$ cat src/rtl/sct_pkg.sv
// shared types, constants and helper functions for the source character tokenizer
// no dependencies; imported by sct_scan, sct_outq, the top, the token checker and the testbench
package sct_pkg;

    localparam int LINE_WIDTH = 16;
    localparam int OUTQ_DEPTH = 4;
    localparam int OUTQ_AW    = $clog2(OUTQ_DEPTH);

    // token kinds
    localparam logic [3:0] KIND_ID     = 4'd0;
    localparam logic [3:0] KIND_INT    = 4'd1;
    localparam logic [3:0] KIND_STRING = 4'd2;
    localparam logic [3:0] KIND_EQUAL  = 4'd3;
    localparam logic [3:0] KIND_SEMI   = 4'd4;
    localparam logic [3:0] KIND_LPAREN = 4'd5;
    localparam logic [3:0] KIND_RPAREN = 4'd6;
    localparam logic [3:0] KIND_LBRACE = 4'd7;
    localparam logic [3:0] KIND_RBRACE = 4'd8;
    localparam logic [3:0] KIND_EOF    = 4'd9;
    localparam logic [3:0] KIND_ERR    = 4'd10;

    // error codes
    localparam logic [1:0] ERR_NONE    = 2'd0;
    localparam logic [1:0] ERR_UNEXP   = 2'd1;
    localparam logic [1:0] ERR_NOQUOTE = 2'd2;

    // characters of interest
    localparam logic [7:0] CH_NUL     = 8'h00;
    localparam logic [7:0] CH_NL      = 8'h0A;
    localparam logic [7:0] CH_SPACE   = 8'h20;
    localparam logic [7:0] CH_QUOTE   = 8'h22;
    localparam logic [7:0] CH_HASH    = 8'h23;
    localparam logic [7:0] CH_LPAREN  = 8'h28;
    localparam logic [7:0] CH_RPAREN  = 8'h29;
    localparam logic [7:0] CH_SEMI    = 8'h3B;
    localparam logic [7:0] CH_EQUAL   = 8'h3D;
    localparam logic [7:0] CH_UNDER   = 8'h5F;
    localparam logic [7:0] CH_LBRACE  = 8'h7B;
    localparam logic [7:0] CH_RBRACE  = 8'h7D;

    typedef enum logic [7:0] {
        MODE_IDLE   = 8'b0000_0001,
        MODE_NUM    = 8'b0000_0010,
        MODE_ID     = 8'b0000_0100,
        MODE_STR0   = 8'b0000_1000,
        MODE_STR    = 8'b0001_0000,
        MODE_CMT    = 8'b0010_0000,
        MODE_DONE   = 8'b0100_0000,
        MODE_SILENT = 8'b1000_0000
    } scan_mode_t;

    typedef struct packed {
        logic [3:0]  token_kind;
        logic [7:0]  value_byte;
        logic        has_byte;
        logic        token_first;
        logic        token_last;
        logic [15:0] line_number;
        logic [1:0]  error_code;
        logic        last_of_run;
    } sct_res_t;

    // up to two results written into the output queue per transaction
    typedef struct packed {
        logic [1:0] count;
        sct_res_t   r0;
        sct_res_t   r1;
    } sct_wr_t;

    function automatic logic is_digit(input logic [7:0] c);
        return (c inside {[8'h30:8'h39]});
    endfunction

    function automatic logic is_letter(input logic [7:0] c);
        return (c inside {[8'h41:8'h5A], [8'h61:8'h7A]});
    endfunction

    function automatic sct_res_t make_res(input logic [3:0] kind, input logic [7:0] byte_val,
                                          input logic hasb, input logic first,
                                          input logic last, input logic [1:0] err,
                                          input logic [15:0] line);
        sct_res_t r;
        r.token_kind  = kind;
        r.value_byte  = hasb ? byte_val : 8'h00;
        r.has_byte    = hasb;
        r.token_first = first;
        r.token_last  = last;
        r.line_number = line;
        r.error_code  = err;
        r.last_of_run = 1'b0;
        return r;
    endfunction

endpackage

$ cat src/rtl/sct_scan.sv
// scan mode and line counter, plus the per-character result decode
// depends on sct_pkg
module sct_scan import sct_pkg::*; (
    input  logic       aclk,
    input  logic       aresetn,
    input  logic       accept,
    input  logic [7:0] char_byte,
    input  logic       end_of_input,
    output sct_wr_t    wr
);

    scan_mode_t            mode_reg, mode_next;
    logic [LINE_WIDTH-1:0] line_reg, line_next;
    logic                  line_inc;

    logic [31:0] line_wide;
    logic [15:0] line_sat;

    logic       is_end;
    logic       idle_emit, idle_inc;
    scan_mode_t idle_mode;
    sct_res_t   idle_res;

    logic [1:0] n;
    sct_res_t   r0, r1;

    assign line_wide = 32'(line_reg);
    assign line_sat  = (line_wide > 32'h0000_FFFF) ? 16'hFFFF : line_wide[15:0];
    assign is_end    = end_of_input || (char_byte == CH_NUL);

    // what a character does when seen from idle
    always_comb begin
        idle_emit = 1'b0;
        idle_inc  = 1'b0;
        idle_mode = MODE_IDLE;
        idle_res  = make_res(KIND_ERR, 8'h00, 1'b0, 1'b1, 1'b1, ERR_UNEXP, line_sat);
        if (char_byte == CH_SPACE) begin
            idle_emit = 1'b0;
        end else if (char_byte == CH_NL) begin
            idle_inc = 1'b1;
        end else if (char_byte == CH_HASH) begin
            idle_mode = MODE_CMT;
        end else if (char_byte == CH_QUOTE) begin
            idle_mode = MODE_STR0;
        end else if (char_byte == CH_EQUAL) begin
            idle_emit = 1'b1;
            idle_res  = make_res(KIND_EQUAL, char_byte, 1'b1, 1'b1, 1'b1, ERR_NONE, line_sat);
        end else if (char_byte == CH_SEMI) begin
            idle_emit = 1'b1;
            idle_res  = make_res(KIND_SEMI, char_byte, 1'b1, 1'b1, 1'b1, ERR_NONE, line_sat);
        end else if (char_byte == CH_LPAREN) begin
            idle_emit = 1'b1;
            idle_res  = make_res(KIND_LPAREN, char_byte, 1'b1, 1'b1, 1'b1, ERR_NONE, line_sat);
        end else if (char_byte == CH_RPAREN) begin
            idle_emit = 1'b1;
            idle_res  = make_res(KIND_RPAREN, char_byte, 1'b1, 1'b1, 1'b1, ERR_NONE, line_sat);
        end else if (char_byte == CH_LBRACE) begin
            idle_emit = 1'b1;
            idle_res  = make_res(KIND_LBRACE, char_byte, 1'b1, 1'b1, 1'b1, ERR_NONE, line_sat);
        end else if (char_byte == CH_RBRACE) begin
            idle_emit = 1'b1;
            idle_res  = make_res(KIND_RBRACE, char_byte, 1'b1, 1'b1, 1'b1, ERR_NONE, line_sat);
        end else if (is_digit(char_byte)) begin
            idle_emit = 1'b1;
            idle_mode = MODE_NUM;
            idle_res  = make_res(KIND_INT, char_byte, 1'b1, 1'b1, 1'b0, ERR_NONE, line_sat);
        end else if (is_letter(char_byte)) begin
            idle_emit = 1'b1;
            idle_mode = MODE_ID;
            idle_res  = make_res(KIND_ID, char_byte, 1'b1, 1'b1, 1'b0, ERR_NONE, line_sat);
        end else begin
            idle_emit = 1'b1;
            idle_mode = MODE_SILENT;
        end
    end

    always_comb begin
        n         = 2'd0;
        r0        = idle_res;
        r1        = idle_res;
        mode_next = mode_reg;
        line_inc  = 1'b0;
        if (is_end) begin
            case (mode_reg)
                MODE_NUM, MODE_ID: begin
                    n         = 2'd2;
                    r0        = make_res((mode_reg == MODE_NUM) ? KIND_INT : KIND_ID, 8'h00,
                                         1'b0, 1'b0, 1'b1, ERR_NONE, line_sat);
                    r1        = make_res(KIND_EOF, 8'h00, 1'b0, 1'b1, 1'b1, ERR_NONE, line_sat);
                    mode_next = MODE_DONE;
                end
                MODE_STR0, MODE_STR: begin
                    n         = 2'd1;
                    r0        = make_res(KIND_ERR, 8'h00, 1'b0, 1'b1, 1'b1, ERR_NOQUOTE,
                                         line_sat);
                    mode_next = MODE_SILENT;
                end
                MODE_SILENT: begin
                    n = 2'd0;
                end
                default: begin
                    n         = 2'd1;
                    r0        = make_res(KIND_EOF, 8'h00, 1'b0, 1'b1, 1'b1, ERR_NONE, line_sat);
                    mode_next = MODE_DONE;
                end
            endcase
        end else begin
            case (mode_reg)
                MODE_IDLE: begin
                    n         = {1'b0, idle_emit};
                    r0        = idle_res;
                    mode_next = idle_mode;
                    line_inc  = idle_inc;
                end
                MODE_NUM, MODE_ID: begin
                    if (is_digit(char_byte) || ((mode_reg == MODE_ID) &&
                        (is_letter(char_byte) || char_byte == CH_UNDER))) begin
                        n  = 2'd1;
                        r0 = make_res((mode_reg == MODE_NUM) ? KIND_INT : KIND_ID, char_byte,
                                      1'b1, 1'b0, 1'b0, ERR_NONE, line_sat);
                    end else begin
                        // close the token, then rescan the terminator from idle
                        n         = idle_emit ? 2'd2 : 2'd1;
                        r0        = make_res((mode_reg == MODE_NUM) ? KIND_INT : KIND_ID,
                                             8'h00, 1'b0, 1'b0, 1'b1, ERR_NONE, line_sat);
                        r1        = idle_res;
                        mode_next = idle_mode;
                        line_inc  = idle_inc;
                    end
                end
                MODE_STR0, MODE_STR: begin
                    n = 2'd1;
                    if (char_byte == CH_QUOTE) begin
                        r0        = make_res(KIND_STRING, 8'h00, 1'b0, mode_reg == MODE_STR0,
                                             1'b1, ERR_NONE, line_sat);
                        mode_next = MODE_IDLE;
                    end else begin
                        r0        = make_res(KIND_STRING, char_byte, 1'b1,
                                             mode_reg == MODE_STR0, 1'b0, ERR_NONE, line_sat);
                        mode_next = MODE_STR;
                        line_inc  = (char_byte == CH_NL);
                    end
                end
                MODE_CMT: begin
                    if (char_byte == CH_NL) begin
                        line_inc  = 1'b1;
                        mode_next = MODE_IDLE;
                    end
                end
                default: begin
                    n = 2'd0;
                end
            endcase
        end
        if (n == 2'd2) begin
            r1.last_of_run = 1'b1;
        end else begin
            r0.last_of_run = 1'b1;
        end
    end

    always_comb begin
        line_next = line_reg;
        if (line_inc && (line_reg != {LINE_WIDTH{1'b1}})) begin
            line_next = line_reg + LINE_WIDTH'(1);
        end
    end

    always_ff @(posedge aclk) begin
        if (!aresetn) begin
            mode_reg <= MODE_IDLE;
            line_reg <= LINE_WIDTH'(1);
        end else if (accept) begin
            mode_reg <= mode_next;
            line_reg <= line_next;
        end
    end

    assign wr.count = accept ? n : 2'd0;
    assign wr.r0    = r0;
    assign wr.r1    = r1;

endmodule

$ cat src/rtl/sct_outq.sv
// small result queue: takes up to two results per cycle, hands out one per cycle while out_ready is high
// depends on sct_pkg
module sct_outq import sct_pkg::*; (
    input  logic     aclk,
    input  logic     aresetn,
    input  sct_wr_t  wr,
    output logic     room,
    output logic     out_valid,
    input  logic     out_ready,
    output sct_res_t out_res
);

    sct_res_t           entry_reg [OUTQ_DEPTH];
    logic [OUTQ_AW-1:0] wr_ptr_reg, wr_ptr_next;
    logic [OUTQ_AW-1:0] rd_ptr_reg, rd_ptr_next;
    logic [OUTQ_AW:0]   count_reg, count_next;
    logic               pop;

    assign pop       = out_valid && out_ready;
    assign out_valid = (count_reg != '0);
    assign out_res   = entry_reg[rd_ptr_reg];
    // two free slots are needed since one transaction can produce two results
    assign room      = (count_reg <= (OUTQ_AW+1)'(OUTQ_DEPTH - 2));

    always_comb begin
        wr_ptr_next = wr_ptr_reg + OUTQ_AW'(wr.count);
        rd_ptr_next = rd_ptr_reg + OUTQ_AW'(pop);
        count_next  = count_reg + (OUTQ_AW+1)'(wr.count) - (OUTQ_AW+1)'(pop);
    end

    always_ff @(posedge aclk) begin
        if (!aresetn) begin
            wr_ptr_reg <= '0;
            rd_ptr_reg <= '0;
            count_reg  <= '0;
        end else begin
            wr_ptr_reg <= wr_ptr_next;
            rd_ptr_reg <= rd_ptr_next;
            count_reg  <= count_next;
        end
    end

    always_ff @(posedge aclk) begin
        if (wr.count != 2'd0) begin
            entry_reg[wr_ptr_reg] <= wr.r0;
        end
        if (wr.count == 2'd2) begin
            entry_reg[wr_ptr_reg + OUTQ_AW'(1)] <= wr.r1;
        end
    end

endmodule

$ cat src/rtl/source_char_tokenizer_top.sv
// output: each result is registered in the result queue and shows on m_ once the results ahead of it have left
// throughput: one character per cycle while each gives at most one result and m_ready
// stays high; a character that closes a token and starts another gives two results,
// which leave the four-entry result queue one per cycle while m_ready is high
// reset: aresetn synchronous active low; scan mode to idle, line count to one, queue empty
// depends on sct_pkg, sct_scan, sct_outq
module source_char_tokenizer_top import sct_pkg::*; (
    input  logic        aclk,
    input  logic        aresetn,
    input  logic        s_valid,
    output logic        s_ready,
    input  logic [7:0]  s_char_byte,
    input  logic        s_end_of_input,
    output logic        m_valid,
    input  logic        m_ready,
    output logic [3:0]  m_token_kind,
    output logic [7:0]  m_value_byte,
    output logic        m_has_byte,
    output logic        m_token_first,
    output logic        m_token_last,
    output logic [15:0] m_line_number,
    output logic [1:0]  m_error_code,
    output logic        m_last_of_run
);

    logic     accept;
    logic     room;
    sct_wr_t  wr;
    sct_res_t res;

    assign s_ready = room;
    assign accept  = s_valid && room;

    sct_scan u_scan (
        .aclk         (aclk),
        .aresetn      (aresetn),
        .accept       (accept),
        .char_byte    (s_char_byte),
        .end_of_input (s_end_of_input),
        .wr           (wr)
    );

    sct_outq u_outq (
        .aclk      (aclk),
        .aresetn   (aresetn),
        .wr        (wr),
        .room      (room),
        .out_valid (m_valid),
        .out_ready (m_ready),
        .out_res   (res)
    );

    assign m_token_kind  = res.token_kind;
    assign m_value_byte  = res.value_byte;
    assign m_has_byte    = res.has_byte;
    assign m_token_first = res.token_first;
    assign m_token_last  = res.token_last;
    assign m_line_number = res.line_number;
    assign m_error_code  = res.error_code;
    assign m_last_of_run = res.last_of_run;

endmodule

$ cat config.mk
export PLATFORM = sky130hd
export DESIGN_NAME = source_char_tokenizer_top
export DESIGN_NICKNAME = d
export VERILOG_FILES = /design/src/rtl/sct_pkg.sv /design/src/rtl/sct_scan.sv /design/src/rtl/sct_outq.sv /design/src/rtl/source_char_tokenizer_top.sv
export SDC_FILE = /design/constraint.sdc
export NUM_CORES = 1
export LEC_CHECK = 0
export BUFFER_PORTS_ARGS = -buffer_cell sky130_fd_sc_hd__buf_2
export CORE_MARGIN = 2
export CORE_UTILIZATION = 45
export DETAILED_ROUTE_END_ITERATION = 10
export PLACE_DENSITY = 0.74
export SLEW_MARGIN = 20
export SYNTH_ARGS = -nofsm -noshare
export SYNTH_HDL_FRONTEND = slang
export SYNTH_SLANG_ARGS = --single-unit
$ cat constraint.sdc
create_clock -name aclk -period 4.46 [get_ports aclk]
set_input_delay 0.223 -clock aclk [delete_from_list [all_inputs] [get_ports aclk]]
set_output_delay 0.223 -clock aclk [all_outputs]
set_load 0.02 [all_outputs]
### Word level (Yosys, flattened, before mapping)

Memories as Yosys holds them, arrays and structs flattened. A register that Yosys moved wholly into a read port is not among the register bits.
Cells that the tools add are included.

| storage, ports and cells | value |
|---|---|
| register bits after elaboration | 31 |
| RAM bits | 136 |
| output and inout bits | 36 |
| logic and storage cells | 125 |
| memories kept | 1 |

Memory list:

| name | words | bits a word | rd ports | clocked after memory_dff | write ports | RTL line | text |
|---|---|---|---|---|---|---|---|
| u_outq.entry_reg | 4 | 34 | 1 | 1 | 2 | sct_outq.sv:13 | `sct_res_t entry_reg [OUTQ_DEPTH];` |

| operators by class | value |
|---|---|
| $add $sub $neg | 6 |
| order comparisons | 8 |
| eq/ne operators | 24 |
| mux-type cells | 62 |
| reductions and logical operators | 19 |

Operators with widths:

| kind | number |
|---|---|
| 34-bit two-way mux | 15 |
| 8-bit two-way mux | 15 |
| 34-bit one-hot mux with 3 select lines | 1 |
| 34-bit one-hot mux with 2 select lines | 1 |
| 8-bit by 6-bit equality test with 1-bit output, second input constant | 8 |
| 30-bit two-way mux | 2 |
| 8-bit one-hot mux with 4 select lines | 1 |
| 8-bit by 7-bit equality test with 1-bit output, second input constant | 3 |
| 16-bit by 1-bit adder with 16-bit output, second input constant | 1 |
| 8-bit by 4-bit equality test with 1-bit output, second input constant | 2 |
| 8-bit by 7-bit >= comparator with 1-bit output, second input constant | 2 |
| 16-bit greater-than comparator, second input constant | 1 |
| 8-bit by 7-bit less-or-equal comparator with 1-bit output, second input constant | 2 |
| 1-bit two-way mux | 16 |
| 16-bit two-way mux | 1 |
| 16-bit inequality test, second input constant | 1 |
| 8-bit one-hot mux with 2 select lines | 1 |
| 2-bit two-way mux | 5 |
| 8-bit by 1-bit equality test with 1-bit output, second input constant | 1 |
| 8-bit by 2-bit equality test with 1-bit output, second input constant | 1 |
| 8-bit by 3-bit equality test with 1-bit output, second input constant | 1 |
| 8-bit by 5-bit equality test with 1-bit output, second input constant | 1 |
| 8-bit equality test, second input constant | 1 |
| 8-bit by 6-bit >= comparator with 1-bit output, second input constant | 1 |
| 24 further kinds | 35 |

### Logic depth before layout (Yosys ltp)

| depth | value |
|---|---|
| word-level depth | 18 |
| depth in mapped cells | 15 |

### Cells and area by module

A second synthesis with hierarchy kept.

| second synthesis, totals | value |
|---|---|
| cell total of the unflattened synthesis | 695 |
| area total of the unflattened synthesis | 9449.1 um2 |

Modules (own cells, without submodules):

| module | times used | cells an instance | area each (um2) | sequential area each (um2) |
|---|---|---|---|---|
| sct_outq | 1 | 374 | 7011.7 | 4224.1 |
| sct_scan | 1 | 320 | 2431.1 | 480.5 |
| source_char_tokenizer_top | 1 | 1 | 6.3 | 0.0 |

### Worst setup path before layout

OpenSTA, ideal clock, no wires.

| path | value |
|---|---|
| path kind | flip-flop to flip-flop |
| start point | register u_scan.mode_reg[5] |
| end point | register u_outq.count_reg[2] |
| arrival | 3.045 ns |
| required time | 4.345 ns |
| path slack | 1.300 ns |
| cell stages (with the launch flop) | 14 |
| path buffers | 0 |
| period minus slack after synthesis | 3.160 ns |
| path through | dfxtp_1 -> or3_1 -> nor4_1 -> o2111a_2 -> nor2_1 -> a2111oi_0 -> a21oi_1 -> ha_1 -> inv_1 -> ha_1 -> fa_1 -> xnor2_1 -> xnor2_1 -> and2_1 |

| on the way | value |
|---|---|
| word-level cells in the longest chain between the ends | 9 |
| elaborated cells between the ends (all ways) | 17 |

RTL lines:

| item | RTL line | text |
|---|---|---|
| start, declared | sct_scan.sv:12 | `scan_mode_t mode_reg, mode_next;` |
| start signal, assigned | sct_scan.sv:174 | `mode_reg <= mode_next;` |
| 8-bit by 3-bit equality test with 1-bit output | sct_scan.sv:84, sct_scan.sv:108, sct_scan.sv:116 |  |
| 1-bit logical AND | sct_scan.sv:116 | `if (is_digit(char_byte) \|\| ((mode_reg == MODE_ID) &&` |
| 1-bit logical OR | sct_scan.sv:116 |  |
| 2-bit two-way mux | sct_scan.sv:116 |  |
| 2-bit one-hot mux with 3 select lines | sct_scan.sv:108 | `case (mode_reg)` |
| 2-bit two-way mux (*) | sct_scan.sv:83 | `if (is_end) begin` |
| 2-bit two-way mux (*) | sct_scan.sv:179 | `assign wr.count = accept ? n : 2'd0;` |
| 3-bit by 2-bit adder with 3-bit output (*) | sct_outq.sv:28 | `count_next = count_reg + (OUTQ_AW+1)'(wr.count) - (OUTQ_AW+1)'(pop);` |
| 3-bit by 1-bit subtractor with 3-bit output (*) | sct_outq.sv:28 |  |
| end signal, assigned | sct_outq.sv:39 | `count_reg <= count_next;` |
| end, declared | sct_outq.sv:16 | `logic [OUTQ_AW:0] count_reg, count_next;` |

Every way passes the cells marked *; elsewhere a longest branch is shown, timed or not.
A chain may end at the register's enable or synchronous reset.

### Final worst setup path

Ends and elaborated chain as after synthesis.

==> impl_metrics.csv <==
group,metric,value,unit
logic_synthesis,ys_seq_elements,167,
critical_path,cpPeakStageDelay,0.44,ns
critical_path,crit_required,4.80,ns
logic_synthesis,synth.distinct_cells,70,
drt,vias,6120,
power,peakVddDrop,0.0003075,V
clocking,clk_path_buf_depth,2,
global_route,antenna_found_initial,0,
clocking,htreeDepth,4,
drt,drt-total-wl,20000,microns
clocking,cts_sinks,167,
global_route,grt_max_degree,39,
placement,placed_area,0.009071,sq mm
floorplan,core_area,0.01877,sq mm
critical_path,path_cells,"or3_1, nor4_1, o2111a_2, nor2_1, a2111oi_0, a21oi_1, ha_1, inv_1, ha_1, fa_1, xnor2_1, xnor2_1, and2_1",
logic_synthesis,synth_area,0.008611,sq mm
hold_path,hp-start,"aresetn",
finish,mostFrequentLayoutCells,"128 x edfxtp_1, 64 x and2_1, 55 x nand2_1, 51 x nor2_1, 48 x buf_2",
finish,nets,792,
floorplan,num_rows,50,
sta,worst_slack,0.9405,ns
critical_path,cp_max_fo,6,
floorplan,die_area,0.02026,sq mm
global_route,grt_pass1_wl,32220,microns
global_route,grtUsageTotal,20.76,%
sta,whs,0.2160,ns
drt,drc,0,
logic_synthesis,ys_top_cells_by_area,"edfxtp_1 45%, dfxtp_1 9.1%, mux4_2 8.9%",
sta,period_minus_slack,3.519,ns
finish,area_growth,12.71,%
logic_synthesis,yosysTopAreaCell,"edfxtp_1",
clocking,clockRootBuffer,"clkbuf_16",
critical_path,arrival,3.86,ns
logic_synthesis,syn_avg_cell_area,11.67,sq um
sta,rsz0062_at_grt,"no",
finish,final_cell_area,0.009706,sq mm
status,status,"complete, no violations",
logic_synthesis,synth-edff-count,128,
sta,period_share,78.91,%
critical_path,timing.rr.start,"u_scan.mode_reg[5]",
power,p_leak,3.396,nW
power,power,4.489,mW
finish,final_cell_count_no_fill,1019,
sta,slew_headroom,38.02,%
sta,setup_viol,0,
sta,tightest_slew,0.9297,ns
floorplan,start_util,45.88,%
clocking,path_clk_slew,0.07,ns
floorplan,die_y,142.3,microns
finish,seq_area,0.004626,sq mm
drt,vias_per_cell,6.006,
global_route,grt_pass1_vias,5850,
placement,gp_congestion,0.9234,
finish,final_common_cell,"edfxtp_1",
drt,wl_per_cell,19.63,microns
clocking,clk_latency,0.45,ns
sta,hold_viol_final,0,
logic_synthesis,ys_async_sr_fraction,0,%
critical_path,startpoint_type,"flip-flop",
placement,pre_cts_ws,0.9524,ns
logic_synthesis,synth_seq_area_share,53.71,%
clocking,cts_buffers,17,
critical_path,worst_setup_path_end_kind,"flip-flop",
logic_synthesis,syn_inst,738,
logic_synthesis,yosys_warnings,0,
floorplan,io_pins,49,
finish,drive_gt1_share,19.62,%
logic_synthesis,synth-main-ff-cell,"edfxtp_1",
clocking,post-cts-setup-buffer-count,0,
placement,port_buffers,48,
drt,drtIter0Drc,595,
hold_path,hp-class,"in -> reg",
finish,finish.utilization,51.71,%
placement,place_inst,987,
sta,report.final.slew_viol_count,0,
global_route,grt_overflow,0,
floorplan,die_x,142.3,microns
drt,firstDrtPassIters,5,
sta,clock_skew,0.01423,ns
critical_path,cp_slowest_cell,"a2111oi_0",
power,p_per_area,462.6,mW/mm^2
clocking,post_cts_resized,0,
finish,n_antenna_cell,0,
sta,fin_setup_tns,0,ns
drt,ant_nets,0,
finish,largest_reg_flops,136,
finish,fillers,1613,
logic_synthesis,synth_top_area_share,44.64,%
logic_synthesis,syn_nets,758,
finish,multiInputGateArea,0.003702,sq mm
sta,clock.fmax,284.1,MHz
critical_path,startpoint,"u_scan.mode_reg[5]",
critical_path,crit_type,"reg -> reg",
job,cap_viol_max_count,0,
clocking,cts_hold_buf,0,
placement,dp_hpwl,13390,microns
clocking,cts_tree,"yes",
## routing by layer
| layer | up-vias | track usage [%] | part of all wire, % |
|---|---|---|---|
| met5 | - | 0 | 0 |
| met1 | 2974 | 29.79 | 44 |
| met2 | 254 | 31.91 | 47 |
| met4 | 0 | 6.879 | 2.2 |
| met3 | 39 | 4.105 | 6.8 |
| li1 | 2853 | - | - |
## cell usage after synthesis, drive strengths merged (13+ instances only)
library cell / n
edfxtp: 128
and2: 64
nand2: 55
nor2: 55
dfxtp: 39
mux4: 34
a21oi: 32
o21ai: 29
o22ai: 27
clkbuf: 25
buf: 22
nand3: 19
inv: 18
nor2b: 17
nor3: 16
xor2: 15
nor4: 13
## worst max-delay path, delay by kind of cell, from the launching register on
| kind | cells | cell delay (ns) |
|---|---|---|
| DFF | 1 | 0.35 |
| buffers and inverters | 1 | 0.04 |
| xor gates and xnor gates | 2 | 0.27 |
| and+or+nand+nor | 4 | 0.99 |
| AOI/OAI and AO/OA | 3 | 0.91 |
| adders and majority gates | 3 | 0.88 |
## logic make-up after synthesis
| family | count (synthesis) | share of synthesized area (%) |
|---|---|---|
| AND/OR/NAND/NOR | 299 | 19.38 |
| flip-flops | 167 | 53.71 |
| AO/OA/AOI/OAI | 142 | 11.13 |
| buffers and inverters | 65 | 3.298 |
| multiplexers | 37 | 9.241 |
| XOR/XNOR | 21 | 2.136 |
| adder cells (fa/ha/maj) | 7 | 1.104 |
## final timing paths
check / to / slack (ns) / cells past startpoint
worst max-delay path: u_outq.count_reg[2] / 0.94 / 13
worst min-delay path: u_scan.mode_reg[0] / 0.22 / 2
worst max register to register: u_outq.count_reg[2] / 0.94 / 13
worst min register to register: u_outq.entry_reg[0][2] / 0.49 / 1
## report_power, final
part | leakage (nW) | switching, mW | internal, mW | total [mW]
clock network | 0.306 | 0.735 | 0.777 | 1.51
registers | 1.53 | 0.105 | 1.79 | 1.90
logic | 1.56 | 0.624 | 0.458 | 1.08
total | 3.40 | 1.46 | 3.03 | 4.49
## final cells by class
cell class / count / share of cell area, %
clock buffers: 17 / 4.383
inverters: 18 / 0.6961
flip-flops and latches: 167 / 47.66
multi-input cells: 506 / 38.15
clock inverters: 15 / 2.153
well taps: 234 / 3.017
repair buffers: 62 / 3.945
No activity file was read; power rests on OpenSTA's default activity.
